[config.mk]
export PLATFORM = sky130hd
export DESIGN_NAME = paired_alignment_position_encoder_flat
export DESIGN_NICKNAME = d
export VERILOG_FILES = /design/src/hdl/pae_pkg.sv /design/src/hdl/pae_pair_if.sv /design/src/hdl/pae_result_if.sv /design/src/hdl/paired_alignment_position_encoder.sv /design/src/flat_wrapper.sv
export SDC_FILE = /design/constraint.sdc
export NUM_CORES = 1
export LEC_CHECK = 0
export BUFFER_PORTS_ARGS = -buffer_cell sky130_fd_sc_hd__buf_2
export CORE_ASPECT_RATIO = 0.75
export CORE_UTILIZATION = 30
export CTS_BUF_LIST = sky130_fd_sc_hd__clkbuf_4
export DETAILED_ROUTE_END_ITERATION = 10
export GPL_TIMING_DRIVEN = 1
export RECOVER_POWER = 50
export SLEW_MARGIN = 0
export SYNTH_ARGS = -nofsm -noshare
export SYNTH_HDL_FRONTEND = slang
export SYNTH_SLANG_ARGS = --single-unit
[constraint.sdc]
create_clock -name clk -period 18.5 [get_ports clk]
set_input_delay 0.925 -clock clk [delete_from_list [all_inputs] [get_ports clk]]
set_output_delay 0.925 -clock clk [all_outputs]
set_load 0.005 [all_outputs]
[src/hdl/pae_pkg.sv]
package pae_pkg;

    // Default alignment position width.
    localparam int POSITION_WIDTH_DEF = 40;

    // Fixed field widths.
    localparam int CFG_W      = 40;   // widest configuration register
    localparam int CFG_IDX_W  = 3;
    localparam int COUNT_W    = 6;    // offset_bit_count, insert_bit_count, distance_bits
    localparam int MISMATCH_W = 32;
    localparam int INDEX_W    = 33;
    localparam int OFFSET_W   = 40;
    localparam int DIST_W     = 40;
    localparam int REL_W      = 2;

    localparam logic [MISMATCH_W-1:0] UNMAPPED = {MISMATCH_W{1'b1}};

    typedef logic [CFG_IDX_W-1:0] cfg_idx_t;
    typedef logic [REL_W-1:0]     rel_code_t;

    // Configuration register indexes.
    localparam cfg_idx_t CFG_OFFSET_BIT_COUNT = 3'd0;
    localparam cfg_idx_t CFG_OFFSET_MASK      = 3'd1;
    localparam cfg_idx_t CFG_INSERT_LIMIT     = 3'd2;
    localparam cfg_idx_t CFG_INSERT_BIT_COUNT = 3'd3;
    localparam cfg_idx_t CFG_REFERENCE_LENGTH = 3'd4;

    // Pair relation codes.
    localparam rel_code_t REL_NEAR_BEFORE = 2'd0;
    localparam rel_code_t REL_NEAR_AFTER  = 2'd1;
    localparam rel_code_t REL_FAR_BEFORE  = 2'd2;
    localparam rel_code_t REL_FAR_AFTER   = 2'd3;

    // Register reset values.
    localparam logic [COUNT_W-1:0] OFFSET_BIT_COUNT_RST = 6'd24;
    localparam logic [CFG_W-1:0]   OFFSET_MASK_RST      = 40'hff_ffff;
    localparam logic [CFG_W-1:0]   INSERT_LIMIT_RST     = 40'd512;
    localparam logic [COUNT_W-1:0] INSERT_BIT_COUNT_RST = 6'd9;
    localparam logic [CFG_W-1:0]   REFERENCE_LENGTH_RST = 40'd0;

endpackage

[src/hdl/pae_pair_if.sv]
interface pae_pair_if #(
    parameter int POSITION_WIDTH = pae_pkg::POSITION_WIDTH_DEF
);
    import pae_pkg::*;

    logic                      valid;
    logic                      ready;
    logic [POSITION_WIDTH-1:0] position_first;
    logic [POSITION_WIDTH-1:0] position_second;
    logic [MISMATCH_W-1:0]     mismatches_first;
    logic [MISMATCH_W-1:0]     mismatches_second;

    modport source (
        output valid, position_first, position_second, mismatches_first, mismatches_second,
        input  ready
    );

    modport sink (
        input  valid, position_first, position_second, mismatches_first, mismatches_second,
        output ready
    );

endinterface

[src/hdl/pae_result_if.sv]
interface pae_result_if;
    import pae_pkg::*;

    logic                valid;
    logic                ready;
    logic [INDEX_W-1:0]  block_index_first;
    logic [INDEX_W-1:0]  block_index_second;
    logic                offset_valid;
    logic [OFFSET_W-1:0] block_offset;
    logic                relation_valid;
    logic [REL_W-1:0]    pair_relation;
    logic [DIST_W-1:0]   distance_value;
    logic [COUNT_W-1:0]  distance_bits;

    modport source (
        output valid, block_index_first, block_index_second, offset_valid, block_offset,
               relation_valid, pair_relation, distance_value, distance_bits,
        input  ready
    );

    modport sink (
        input  valid, block_index_first, block_index_second, offset_valid, block_offset,
               relation_valid, pair_relation, distance_value, distance_bits,
        output ready
    );

endinterface

[src/hdl/paired_alignment_position_encoder.sv]
// An accepted pair item passes the input register, then the result register, to the result channel.
// Throughput: 1 pair item per cycle while the result channel is ready; one input register feeds
// a single pass of compare, subtract and bit-length logic into one result register.
// Reset (rst_n, async, active low): pipeline emptied, configuration registers to their
// defaults (offset bits 24, mask 0xffffff, insert limit 512, insert bits 9, ref length 0).
module paired_alignment_position_encoder #(
    parameter int POSITION_WIDTH = pae_pkg::POSITION_WIDTH_DEF
) (
    input  logic                      clk,
    input  logic                      rst_n,
    pae_pair_if.sink                  pair,
    pae_result_if.source              result,
    input  logic                      cfg_we,
    input  pae_pkg::cfg_idx_t         cfg_index,
    input  logic [pae_pkg::CFG_W-1:0] cfg_data
);
    import pae_pkg::*;

    // Working width: wide enough for positions and for the 40-bit registers.
    localparam int CW = (POSITION_WIDTH > CFG_W) ? POSITION_WIDTH : CFG_W;
    localparam int LEN_W = $clog2(CW + 1);

    // ------------------------------------------------------------------
    // Configuration registers
    // ------------------------------------------------------------------
    logic [COUNT_W-1:0] offset_bit_count_reg;
    logic [CFG_W-1:0]   offset_mask_reg;
    logic [CFG_W-1:0]   insert_limit_reg;
    logic [COUNT_W-1:0] insert_bit_count_reg;
    logic [CFG_W-1:0]   reference_length_reg;

    always_ff @(posedge clk or negedge rst_n)
    begin
        if (!rst_n)
        begin
            offset_bit_count_reg <= OFFSET_BIT_COUNT_RST;
            offset_mask_reg      <= OFFSET_MASK_RST;
            insert_limit_reg     <= INSERT_LIMIT_RST;
            insert_bit_count_reg <= INSERT_BIT_COUNT_RST;
            reference_length_reg <= REFERENCE_LENGTH_RST;
        end
        else if (cfg_we)
        begin
            case (cfg_index)
                CFG_OFFSET_BIT_COUNT: offset_bit_count_reg <= cfg_data[COUNT_W-1:0];
                CFG_OFFSET_MASK:      offset_mask_reg      <= cfg_data;
                CFG_INSERT_LIMIT:     insert_limit_reg     <= cfg_data;
                CFG_INSERT_BIT_COUNT: insert_bit_count_reg <= cfg_data[COUNT_W-1:0];
                CFG_REFERENCE_LENGTH: reference_length_reg <= cfg_data;
                default:              ;  // indexes past the list are dropped
            endcase
        end
    end

    // ------------------------------------------------------------------
    // Handshake: input stage and result stage, each drains as soon as the
    // one after it has room, so one item moves per cycle.
    // ------------------------------------------------------------------
    logic s1_valid_reg;
    logic s1_valid_next;
    logic out_valid_reg;
    logic out_valid_next;
    logic s2_ready;
    logic s1_ready;
    logic pair_take;

    assign s2_ready  = !out_valid_reg || result.ready;
    assign s1_ready  = !s1_valid_reg || s2_ready;
    assign pair_take = pair.valid && s1_ready;
    assign pair.ready = s1_ready;

    assign s1_valid_next  = s1_ready ? pair.valid : s1_valid_reg;
    assign out_valid_next = s2_ready ? s1_valid_reg : out_valid_reg;

    always_ff @(posedge clk or negedge rst_n)
    begin
        if (!rst_n)
        begin
            s1_valid_reg  <= 1'b0;
            out_valid_reg <= 1'b0;
        end
        else
        begin
            s1_valid_reg  <= s1_valid_next;
            out_valid_reg <= out_valid_next;
        end
    end

    // Input register (payload, no reset).
    logic [POSITION_WIDTH-1:0] pos_first_reg;
    logic [POSITION_WIDTH-1:0] pos_second_reg;
    logic                      mapped_first_reg;
    logic                      mapped_second_reg;

    always_ff @(posedge clk)
    begin
        if (pair_take)
        begin
            pos_first_reg     <= pair.position_first;
            pos_second_reg    <= pair.position_second;
            mapped_first_reg  <= (pair.mismatches_first != UNMAPPED);
            mapped_second_reg <= (pair.mismatches_second != UNMAPPED);
        end
    end

    // ------------------------------------------------------------------
    // Encode logic
    // ------------------------------------------------------------------
    function automatic logic [LEN_W-1:0] bit_len(input logic [CW-1:0] x);
        logic [LEN_W-1:0] n;
        n = '0;
        for (int i = 0; i < CW; i++)
        begin
            if (x[i])
                n = LEN_W'(i + 1);
        end
        return n;
    endfunction

    logic [CW-1:0]       p0;
    logic [CW-1:0]       p1;
    logic [CW-1:0]       sel_pos;        // position of the first mapped mate
    logic [CW-1:0]       shifted;
    logic [INDEX_W-1:0]  index_sel;
    logic [CW-1:0]       offset_low;
    logic [CW-1:0]       diff;
    logic                after;
    logic                near;
    logic [CW-1:0]       room;
    logic [CW-1:0]       dval_raw;
    logic [LEN_W-1:0]    dbits_raw;      // can reach CW before truncation to 6 bits
    logic [CW-1:0]       dval_masked;
    logic [LEN_W-1:0]    len_p0;
    logic [LEN_W-1:0]    len_room;
    rel_code_t           rel;
    logic                both;
    logic                any;

    logic [INDEX_W-1:0]  index_first_next;
    logic [INDEX_W-1:0]  index_second_next;
    logic [OFFSET_W-1:0] offset_next;
    logic                rel_valid_next;
    rel_code_t           rel_next;
    logic [DIST_W-1:0]   dval_next;
    logic [COUNT_W-1:0]  dbits_next;

    always_comb
    begin
        p0   = CW'(pos_first_reg);
        p1   = CW'(pos_second_reg);
        both = mapped_first_reg && mapped_second_reg;
        any  = mapped_first_reg || mapped_second_reg;

        sel_pos   = mapped_first_reg ? p0 : p1;
        shifted   = sel_pos >> offset_bit_count_reg;
        index_sel = {1'b0, shifted[31:0]} + INDEX_W'(1);

        // Offset: mask register, then keep offset_bit_count low bits.
        offset_low = sel_pos & CW'(offset_mask_reg) & ~({CW{1'b1}} << offset_bit_count_reg);

        after = p1 > p0;
        diff  = after ? (p1 - p0) : (p0 - p1);
        near  = diff < CW'(insert_limit_reg);
        room  = (CW'(reference_length_reg) > p0) ? (CW'(reference_length_reg) - p0) : '0;

        len_p0   = bit_len(p0);
        len_room = bit_len(room);

        if (near)
        begin
            rel       = after ? REL_NEAR_AFTER : REL_NEAR_BEFORE;
            dval_raw  = diff;
            dbits_raw = LEN_W'(insert_bit_count_reg);
        end
        else if (!after)
        begin
            rel       = REL_FAR_BEFORE;
            dval_raw  = p1;
            dbits_raw = len_p0;
        end
        else
        begin
            rel       = REL_FAR_AFTER;
            dval_raw  = diff;
            dbits_raw = len_room;
        end
        dval_masked = dval_raw & ~({CW{1'b1}} << dbits_raw);

        index_first_next  = mapped_first_reg ? index_sel : '0;
        index_second_next = mapped_second_reg ? index_sel : '0;
        offset_next       = any ? OFFSET_W'(offset_low) : '0;
        rel_valid_next    = both;
        rel_next          = both ? rel : REL_NEAR_BEFORE;
        dval_next         = both ? DIST_W'(dval_masked) : '0;
        dbits_next        = both ? dbits_raw[COUNT_W-1:0] : '0;
    end

    // Result register (payload, no reset).
    logic [INDEX_W-1:0]  index_first_reg;
    logic [INDEX_W-1:0]  index_second_reg;
    logic                offset_valid_reg;
    logic [OFFSET_W-1:0] offset_reg;
    logic                rel_valid_reg;
    rel_code_t           rel_reg;
    logic [DIST_W-1:0]   dval_reg;
    logic [COUNT_W-1:0]  dbits_reg;

    always_ff @(posedge clk)
    begin
        if (s2_ready && s1_valid_reg)
        begin
            index_first_reg  <= index_first_next;
            index_second_reg <= index_second_next;
            offset_valid_reg <= any;
            offset_reg       <= offset_next;
            rel_valid_reg    <= rel_valid_next;
            rel_reg          <= rel_next;
            dval_reg         <= dval_next;
            dbits_reg        <= dbits_next;
        end
    end

    assign result.valid              = out_valid_reg;
    assign result.block_index_first  = index_first_reg;
    assign result.block_index_second = index_second_reg;
    assign result.offset_valid       = offset_valid_reg;
    assign result.block_offset       = offset_reg;
    assign result.relation_valid     = rel_valid_reg;
    assign result.pair_relation      = rel_reg;
    assign result.distance_value     = dval_reg;
    assign result.distance_bits      = dbits_reg;

`ifndef SYNTHESIS
    // Both mates mapped: offset present and both indexes carry the first mate's block.
    assert property (@(posedge clk) disable iff (!rst_n)
        (result.valid && result.relation_valid) |->
            (result.offset_valid && result.block_index_first == result.block_index_second
             && result.block_index_first != '0))
        else $error("paired result without matching block indexes");

    // No relation: relation fields all zero.
    assert property (@(posedge clk) disable iff (!rst_n)
        (result.valid && !result.relation_valid) |->
            (result.pair_relation == REL_NEAR_BEFORE && result.distance_value == '0
             && result.distance_bits == '0))
        else $error("relation fields set without a relation");

    // Offset flag agrees with the block indexes.
    assert property (@(posedge clk) disable iff (!rst_n)
        result.valid |->
            (result.offset_valid == (result.block_index_first != '0
                                     || result.block_index_second != '0)))
        else $error("offset flag disagrees with block indexes");

    // An item held in the input stage is not dropped while the result stage stalls.
    assert property (@(posedge clk) disable iff (!rst_n)
        (s1_valid_reg && !s2_ready) |=> s1_valid_reg)
        else $error("input stage item lost under stall");

    // An empty result stage never blocks the input side.
    assert property (@(posedge clk) disable iff (!rst_n)
        !out_valid_reg |-> pair.ready)
        else $error("input stalled with empty result stage");
`endif

endmodule

[src/flat_wrapper.sv]
// flat-port wrapper written by rule: the top's interface ports become plain ports
module paired_alignment_position_encoder_flat import pae_pkg::*;
#(
    parameter int POSITION_WIDTH = pae_pkg::POSITION_WIDTH_DEF
)
  (clk, rst_n, cfg_we, cfg_index, cfg_data, pair_valid, pair_position_first, pair_position_second, pair_mismatches_first, pair_mismatches_second, pair_ready, result_valid, result_block_index_first, result_block_index_second, result_offset_valid, result_block_offset, result_relation_valid, result_pair_relation, result_distance_value, result_distance_bits, result_ready);
  pae_pair_if #(.POSITION_WIDTH(POSITION_WIDTH)) pair_i ();
  pae_result_if result_i ();
  input  logic clk;
  input  logic rst_n;
  input  logic cfg_we;
  input  pae_pkg::cfg_idx_t cfg_index;
  input  logic [pae_pkg::CFG_W-1:0] cfg_data;
  input wire logic [$bits(pair_i.valid)-1:0] pair_valid;
  input wire logic [$bits(pair_i.position_first)-1:0] pair_position_first;
  input wire logic [$bits(pair_i.position_second)-1:0] pair_position_second;
  input wire logic [$bits(pair_i.mismatches_first)-1:0] pair_mismatches_first;
  input wire logic [$bits(pair_i.mismatches_second)-1:0] pair_mismatches_second;
  output wire logic [$bits(pair_i.ready)-1:0] pair_ready;
  output wire logic [$bits(result_i.valid)-1:0] result_valid;
  output wire logic [$bits(result_i.block_index_first)-1:0] result_block_index_first;
  output wire logic [$bits(result_i.block_index_second)-1:0] result_block_index_second;
  output wire logic [$bits(result_i.offset_valid)-1:0] result_offset_valid;
  output wire logic [$bits(result_i.block_offset)-1:0] result_block_offset;
  output wire logic [$bits(result_i.relation_valid)-1:0] result_relation_valid;
  output wire logic [$bits(result_i.pair_relation)-1:0] result_pair_relation;
  output wire logic [$bits(result_i.distance_value)-1:0] result_distance_value;
  output wire logic [$bits(result_i.distance_bits)-1:0] result_distance_bits;
  input wire logic [$bits(result_i.ready)-1:0] result_ready;
  assign pair_i.valid = pair_valid;
  assign pair_i.position_first = pair_position_first;
  assign pair_i.position_second = pair_position_second;
  assign pair_i.mismatches_first = pair_mismatches_first;
  assign pair_i.mismatches_second = pair_mismatches_second;
  assign pair_ready = pair_i.ready;
  assign result_valid = result_i.valid;
  assign result_block_index_first = result_i.block_index_first;
  assign result_block_index_second = result_i.block_index_second;
  assign result_offset_valid = result_i.offset_valid;
  assign result_block_offset = result_i.block_offset;
  assign result_relation_valid = result_i.relation_valid;
  assign result_pair_relation = result_i.pair_relation;
  assign result_distance_value = result_i.distance_value;
  assign result_distance_bits = result_i.distance_bits;
  assign result_i.ready = result_ready;
  paired_alignment_position_encoder #(.POSITION_WIDTH(POSITION_WIDTH)) u_core (.clk(clk), .rst_n(rst_n), .pair(pair_i), .result(result_i), .cfg_we(cfg_we), .cfg_index(cfg_index), .cfg_data(cfg_data));
endmodule
# Yosys cells after proc, flatten, opt, wreduce, memory -nomap -nowiden
# Index checks and enable logic that the tools add are counted.
# Widths: inputs -> output; s select.
[totals]
ff_bits = 372
latchBits = 0
ramBits = 0
romBits = 0
output_inout_bits = 158
memories = 0
[op_classes]
n_addsub = 4
multipliers = 0
n_div = 0
order_cmp = 3
n_eq_ne = 6
shift = 3
mux = 90
bitwise = 5
reduce_logical = 14
[ops]
columns = ["cell", "count"]
rows = [
  ["$mux 40", 5],
  ["$mux 5", 32],
  ["$and 40x40->40", 3],
  ["$mux 6", 20],
  ["$sub 40x40->40", 3],
  ["$gt 40x40->1", 2],
  ["$not 40->40", 2],
  ["$shl 40x6->40 const A", 2],
  ["$mux 4", 16],
  ["$ne 32x32->1 const B", 2],
  ["$lt 40x40->1", 1],
  ["$shr 40x6->32", 1],
  ["$add 32x1->33 const B", 1],
  ["$mux 3", 8],
  ["$mux 2", 5],
  ["$reduce_and 2->1", 5],
  ["$eq 3x2->1 const B", 2],
  ["$mux 1", 4],
  ["$eq 3x1->1 const B", 1],
  ["$eq 3x3->1 const B", 1],
  ["$logic_and 1x1->1", 3],
  ["$logic_not 3->1", 1],
  ["$logic_or 1x1->1", 3],
  ["$logic_not 1->1", 2],
]

# Logic depth before layout (Yosys ltp)
[logic_depth]
word_depth = 47
depth_mapped = 32
ltp_nobuf = 28

# Least setup slack after synthesis
# OpenSTA, ideal clock, no wires.
[synth_path]
kind = "register to register"
from = "register u_core.pos_first_reg[32] (netlist: u_core.p0[32])"
to = "register u_core.dval_reg[3] (netlist: u_core.result.distance_value[3]) (data pin)"
setup_time_ns = 0.184
t_arrival_ns = 6.294
path_slack_ns = 12.021
path_stages_with_launch = 27
path_buffers = 6
synth_period_minus_slack_ns = 6.479
path_cell_list = "edfxtp_1 -> ha_1 -> buf_4 -> nand4_1 -> or3_1 -> or4_1 -> a21oi_1 -> o31a_1 -> buf_2 -> buf_2 -> buf_2 -> buf_1 -> o221ai_1 -> xor2_1 -> ha_1 -> a21oi_1 -> o21ai_0 -> a221oi_1 -> and3b_1 -> o221ai_1 -> a211oi_1 -> clkbuf_1 -> nor2_1 -> o2bb2ai_1 -> a31oi_2 -> and3b_4 -> a2111oi_4"
[synth_via]
elab_chain_cells = 47
[synth_lines]
columns = ["element", "line", "text"]
rows = [
  ["start, declared", "paired_alignment_position_encoder.sv:90", "logic [POSITION_WIDTH-1:0] pos_first_reg;"],
  ["start signal, assigned", "paired_alignment_position_encoder.sv:99", "pos_first_reg <= pair.position_first;"],
  ["$gt 40x40->1", "paired_alignment_position_encoder.sv:164", "room = (CW'(reference_length_reg) > p0) ? (CW'(reference_length_reg) - p0) : '0;"],
  ["$mux 40", "paired_alignment_position_encoder.sv:164", ""],
  ["$mux 1", "paired_alignment_position_encoder.sv:114", "if (x[i])"],
  ["$mux 2 (2 in series)", "paired_alignment_position_encoder.sv:114", ""],
  ["$mux 3 (4 in series)", "paired_alignment_position_encoder.sv:114", ""],
  ["$mux 4 (8 in series)", "paired_alignment_position_encoder.sv:114", ""],
  ["$mux 5 (16 in series)", "paired_alignment_position_encoder.sv:114", ""],
  ["$mux 6 (9 in series)", "paired_alignment_position_encoder.sv:114", ""],
  ["$mux 6", "paired_alignment_position_encoder.sv:175", "else if (!after)"],
  ["$mux 6", "paired_alignment_position_encoder.sv:169", "if (near)"],
  ["$shl 40x6->40", "paired_alignment_position_encoder.sv:187", "dval_masked = dval_raw & ~({CW{1'b1}} << dbits_raw);"],
  ["$not 40->40", "paired_alignment_position_encoder.sv:187", ""],
  ["$and 40x40->40 (*)", "paired_alignment_position_encoder.sv:187", ""],
  ["end signal, assigned", "paired_alignment_position_encoder.sv:218", "dval_reg <= dval_next;"],
  ["end, declared", "paired_alignment_position_encoder.sv:205", "logic [DIST_W-1:0] dval_reg;"],
]
# Every way passes the cells marked *; elsewhere a longest branch is shown, timed or not.
# A chain may end at the register's enable or synchronous reset.

# Final worst setup path
[layout_path]
from = "register u_core.pos_first_reg[35] (netlist: u_core.p0[35])"
to = "register u_core.dval_reg[14] (netlist: u_core.result.distance_value[14]) (data pin)"
# Same word-level chain as after synthesis.

==> impl_metrics.ini <==
[timing]
worst_pin_slew_ns = 3.65
period_share_pct = 51.2
finalSetupViolCount = 0
period_needed_ns = 9.47
holdWs_ns = 0.114
fmax_mhz = 106
skew_ns = 0.0888
rsz0062_at_grt = false
hold_viol = 0
relSlewSlack_pct = -143
maxSlewViolCount = 509
setup_tns_ns = 0

[clocking]
numCtsBuffers = 102
clock_latency_ns = 0.98
clock_sinks = 372
htree_levels = 3
root_buffer = clkbuf_4
cts_tree = built
clockBufferDepth = 3
clk_pin_slew_worst_paths_ns = 0.08

[status]
violations = capacitance limit, slew limit
status = complete, but fails checks

[drt]
drc_errors = 0
drt_iter0_markers = 3412
vias = 26200
ant_nets = 0
routed_wl_um = 128000
routed_via_density = 5.74
drtPass1Iterations = 6
wl_per_cell_um = 28.2

[finish]
final_util_pct = 35.0
layout.nets = 3595
area_growth_pct = 15.1
fillCellCount = 9569
drive_gt1_share_pct = 22.7

[grt]
first_global_vias = 24200
grt_usage_pct = 26.5
grt_pass1_wl_um = 179000
grt_max_degree = 80
overflow = 0
antenna_found_initial = 9

[critical_path]
arrival_ns = 10.18
r2r_cells = 23
cp-startpoint = u_core.p0[35]
r2r-start = u_core.p0[35]
cpMaxStageDelayCell = a211oi_2
cp.required_ns = 19.21
cp_num_cells = 23
path_buf_inv = 1
cp_top_family = compound AO/OA/AOI/OAI gates
path_max_fanout = 36
max_stage_delay_ns = 1.06
r2r_end = u_core.result.distance_value[14]
ff2ff_setup_slack_ns = 9.03
setup.worst_path.start_class = register
path_cells = ha_1, nand4_1, or3_1, or4_1, a21oi_1, o31a_2, buf_4, mux2i_1, o221ai_1, a31oi_1, xnor2_1, ha_1, nand2_1, o21ai_0, a221oi_1, and3b_1, o221ai_1, a211oi_2, nor2_1, o2bb2ai_1, a31oi_2, a32oi_1, a2111oi_2
cp-end-kind = register
crit_type = reg2reg
critPathCapture = u_core.result.distance_value[14]

[yosys]
synth_fp_nets = 3265
ys_seq_area_share_pct = 37.8
synth_warnings = 0
avgSynthCellArea_um2 = 9.58
netlist.area_leader.share_pct = 25.6
synth_top_area_cell = edfxtp_1
synth_area_leaders = edfxtp_1 (26%), dfrtp_1 (9.4%), ha_1 (7.1%), mux4_2 (6.0%), a21oi_1 (4.6%)
synth_ff_type = edfxtp_1
ys_ff_latch = 372
synthArstFlopShare_pct = 36.0
syn_area_um2 = 27900
synth-edff-count = 238
ys_types = 104
netlist_instances = 2911

[placement]
dpl.hpwl_um = 104000
gp_congestion = 1.03
portBuffers = 349

[power]
p_clk_share_pct = 21.9
powerDensity_nw_per_um2 = 122
ir_drop_mv = 0.0531
p_int_mw = 2.19
p_seq_share_pct = 30.7
swShare_pct = 43.9
switching_power_mw = 1.72
p_leak_nw = 13.1
p_comb_share_pct = 47.4

[die]
coreArea_um2 = 91800
row_count = 96
die_area_um2 = 94200
ios = 350
start_util_pct = 30.4
chipWidth_um = 354
die_h_um = 266

[min_path]
hold_class = in2reg

[flow_run]
max_cap_viol_count = 11
-- layout by cell type (no fill, tap or decap), types with 27 or more instances in the layout --
cell type	instances
dfstp_2	27
mux2i_1	45
a21o_1	64
nand2_1	267
o21bai_1	31
mux2_2	106
dfrtp_1	104
xnor2_1	59
nand4_1	64
clkbuf_1	63
edfxtp_1	238
ha_1	159
nor2_1	236
a21oi_1	259
o21ai_0	204
buf_2	295
and2_1	46
inv_1	174
nand3_1	46
mux4_2	74
nor3_1	56
xor2_1	40
a211oi_1	42
clkbuf_4	158
-- through the flow --
stage	setup slack (ns)	cells	power [mW]	cell area [um^2]
after floorplan	12.02	2911	2.33	27900
after global placement	9.67	4361	3.01	30700
after detailed placement	9.37	4361	3.01	30700
after CTS	9.38	4551	3.88	32200
after global routing	8.72	4553	4.11	32100
final	9.03	4554	3.91	32100
-- layout make-up --
class | count | area (um^2) | area share, %
inverters | 177 | 664 | 2.07
diodes | 3 | 7.51 | 0.0234
repair buffers | 380 | 1880 | 5.86
clock inverters | 31 | 277 | 0.861
multi-input cells | 2208 | 16000 | 49.9
flip-flops and latches | 372 | 10500 | 32.8
clock buffers | 158 | 1190 | 3.70
well taps | 1225 | 1530 | 4.78
-- routing by layer --
| metal | vias up | global-route usage (%) | share of wire (%) |
|---|---|---|---|
| li1 | 11600 | - | - |
| met1 | 12900 | 37.8 | 43 |
| met2 | 1461 | 37.1 | 41 |
| met3 | 171 | 8.63 | 12 |
| met4 | 4 | 9.03 | 3.4 |
| met5 | - | 0 | 0.018 |
-- cell usage after synthesis, types with 14 or more instances --
library cell,instances
nand2_1,267
a21oi_1,259
nor2_1,239
edfxtp_1,238
o21ai_0,205
inv_1,174
ha_1,159
mux2_2,106
dfrtp_1,105
clkbuf_1,97
mux4_2,74
a21o_1,64
nand4_1,64
xnor2_1,59
nor3_1,56
and2_1,48
nand3_1,46
mux2i_1,45
a211oi_1,43
xor2_1,40
o21bai_1,31
buf_2,29
dfstp_2,29
and3_1,25
nand2b_1,25
o211ai_1,25
nor4_1,24
o31ai_1,22
o21a_1,18
a31oi_1,16
a221oi_1,15
and4_1,15
or3_1,15
nor2b_1,14
-- worst min-delay path by stage --
stage / startpoint / endpoint / slack (ns) / depth (start not counted)
CTS: pair_position_second[13] / u_core.p1[13] / 0.02 / 1
global route: pair_position_second[13] / u_core.p1[13] / 0.07 / 1
finish: pair_position_second[13] / u_core.p1[13] / 0.11 / 1
detailed placement: u_core.s1_valid_reg / u_core.result.valid / 0.48 / 1
global placement: u_core.s1_valid_reg / u_core.result.valid / 0.48 / 1
floorplan: u_core.s1_valid_reg / u_core.result.valid / 0.45 / 1
-- logic make-up (layout without fill, tap and decap cells) --
| logic type | count (synthesis) | after routing | share of synthesized area [%] |
|---|---|---|---|
| AOI/OAI and AO/OA | 845 | 845 | 19.7 |
| and+or+nand+nor | 877 | 877 | 15.2 |
| DFF | 372 | 372 | 37.8 |
| buffers and inverters | 331 | 746 | 4.94 |
| other | 0 | 3 | 0 |
| xor gates and xnor gates | 99 | 99 | 3.11 |
| muxes | 225 | 225 | 11.9 |
| adders and majority gates | 162 | 162 | 7.35 |
-- what timing repair did --
item                                   4_1_cts  5_1_grt
setup buffers                                0        0
endpoints found under the hold margin       25        0
hold buffers                                 1        0
resized for setup                            0        0
-- power groups by stage --
stage	clock network (mW)	logic (mW)	registers, mW
finish	0.857	1.86	1.20
global route	0.921	1.97	1.21
CTS	0.877	1.80	1.20
detailed placement	0	1.79	1.21
global placement	0	1.80	1.21
floorplan	0	1.16	1.17
Power figures use the tool's default switching activity.
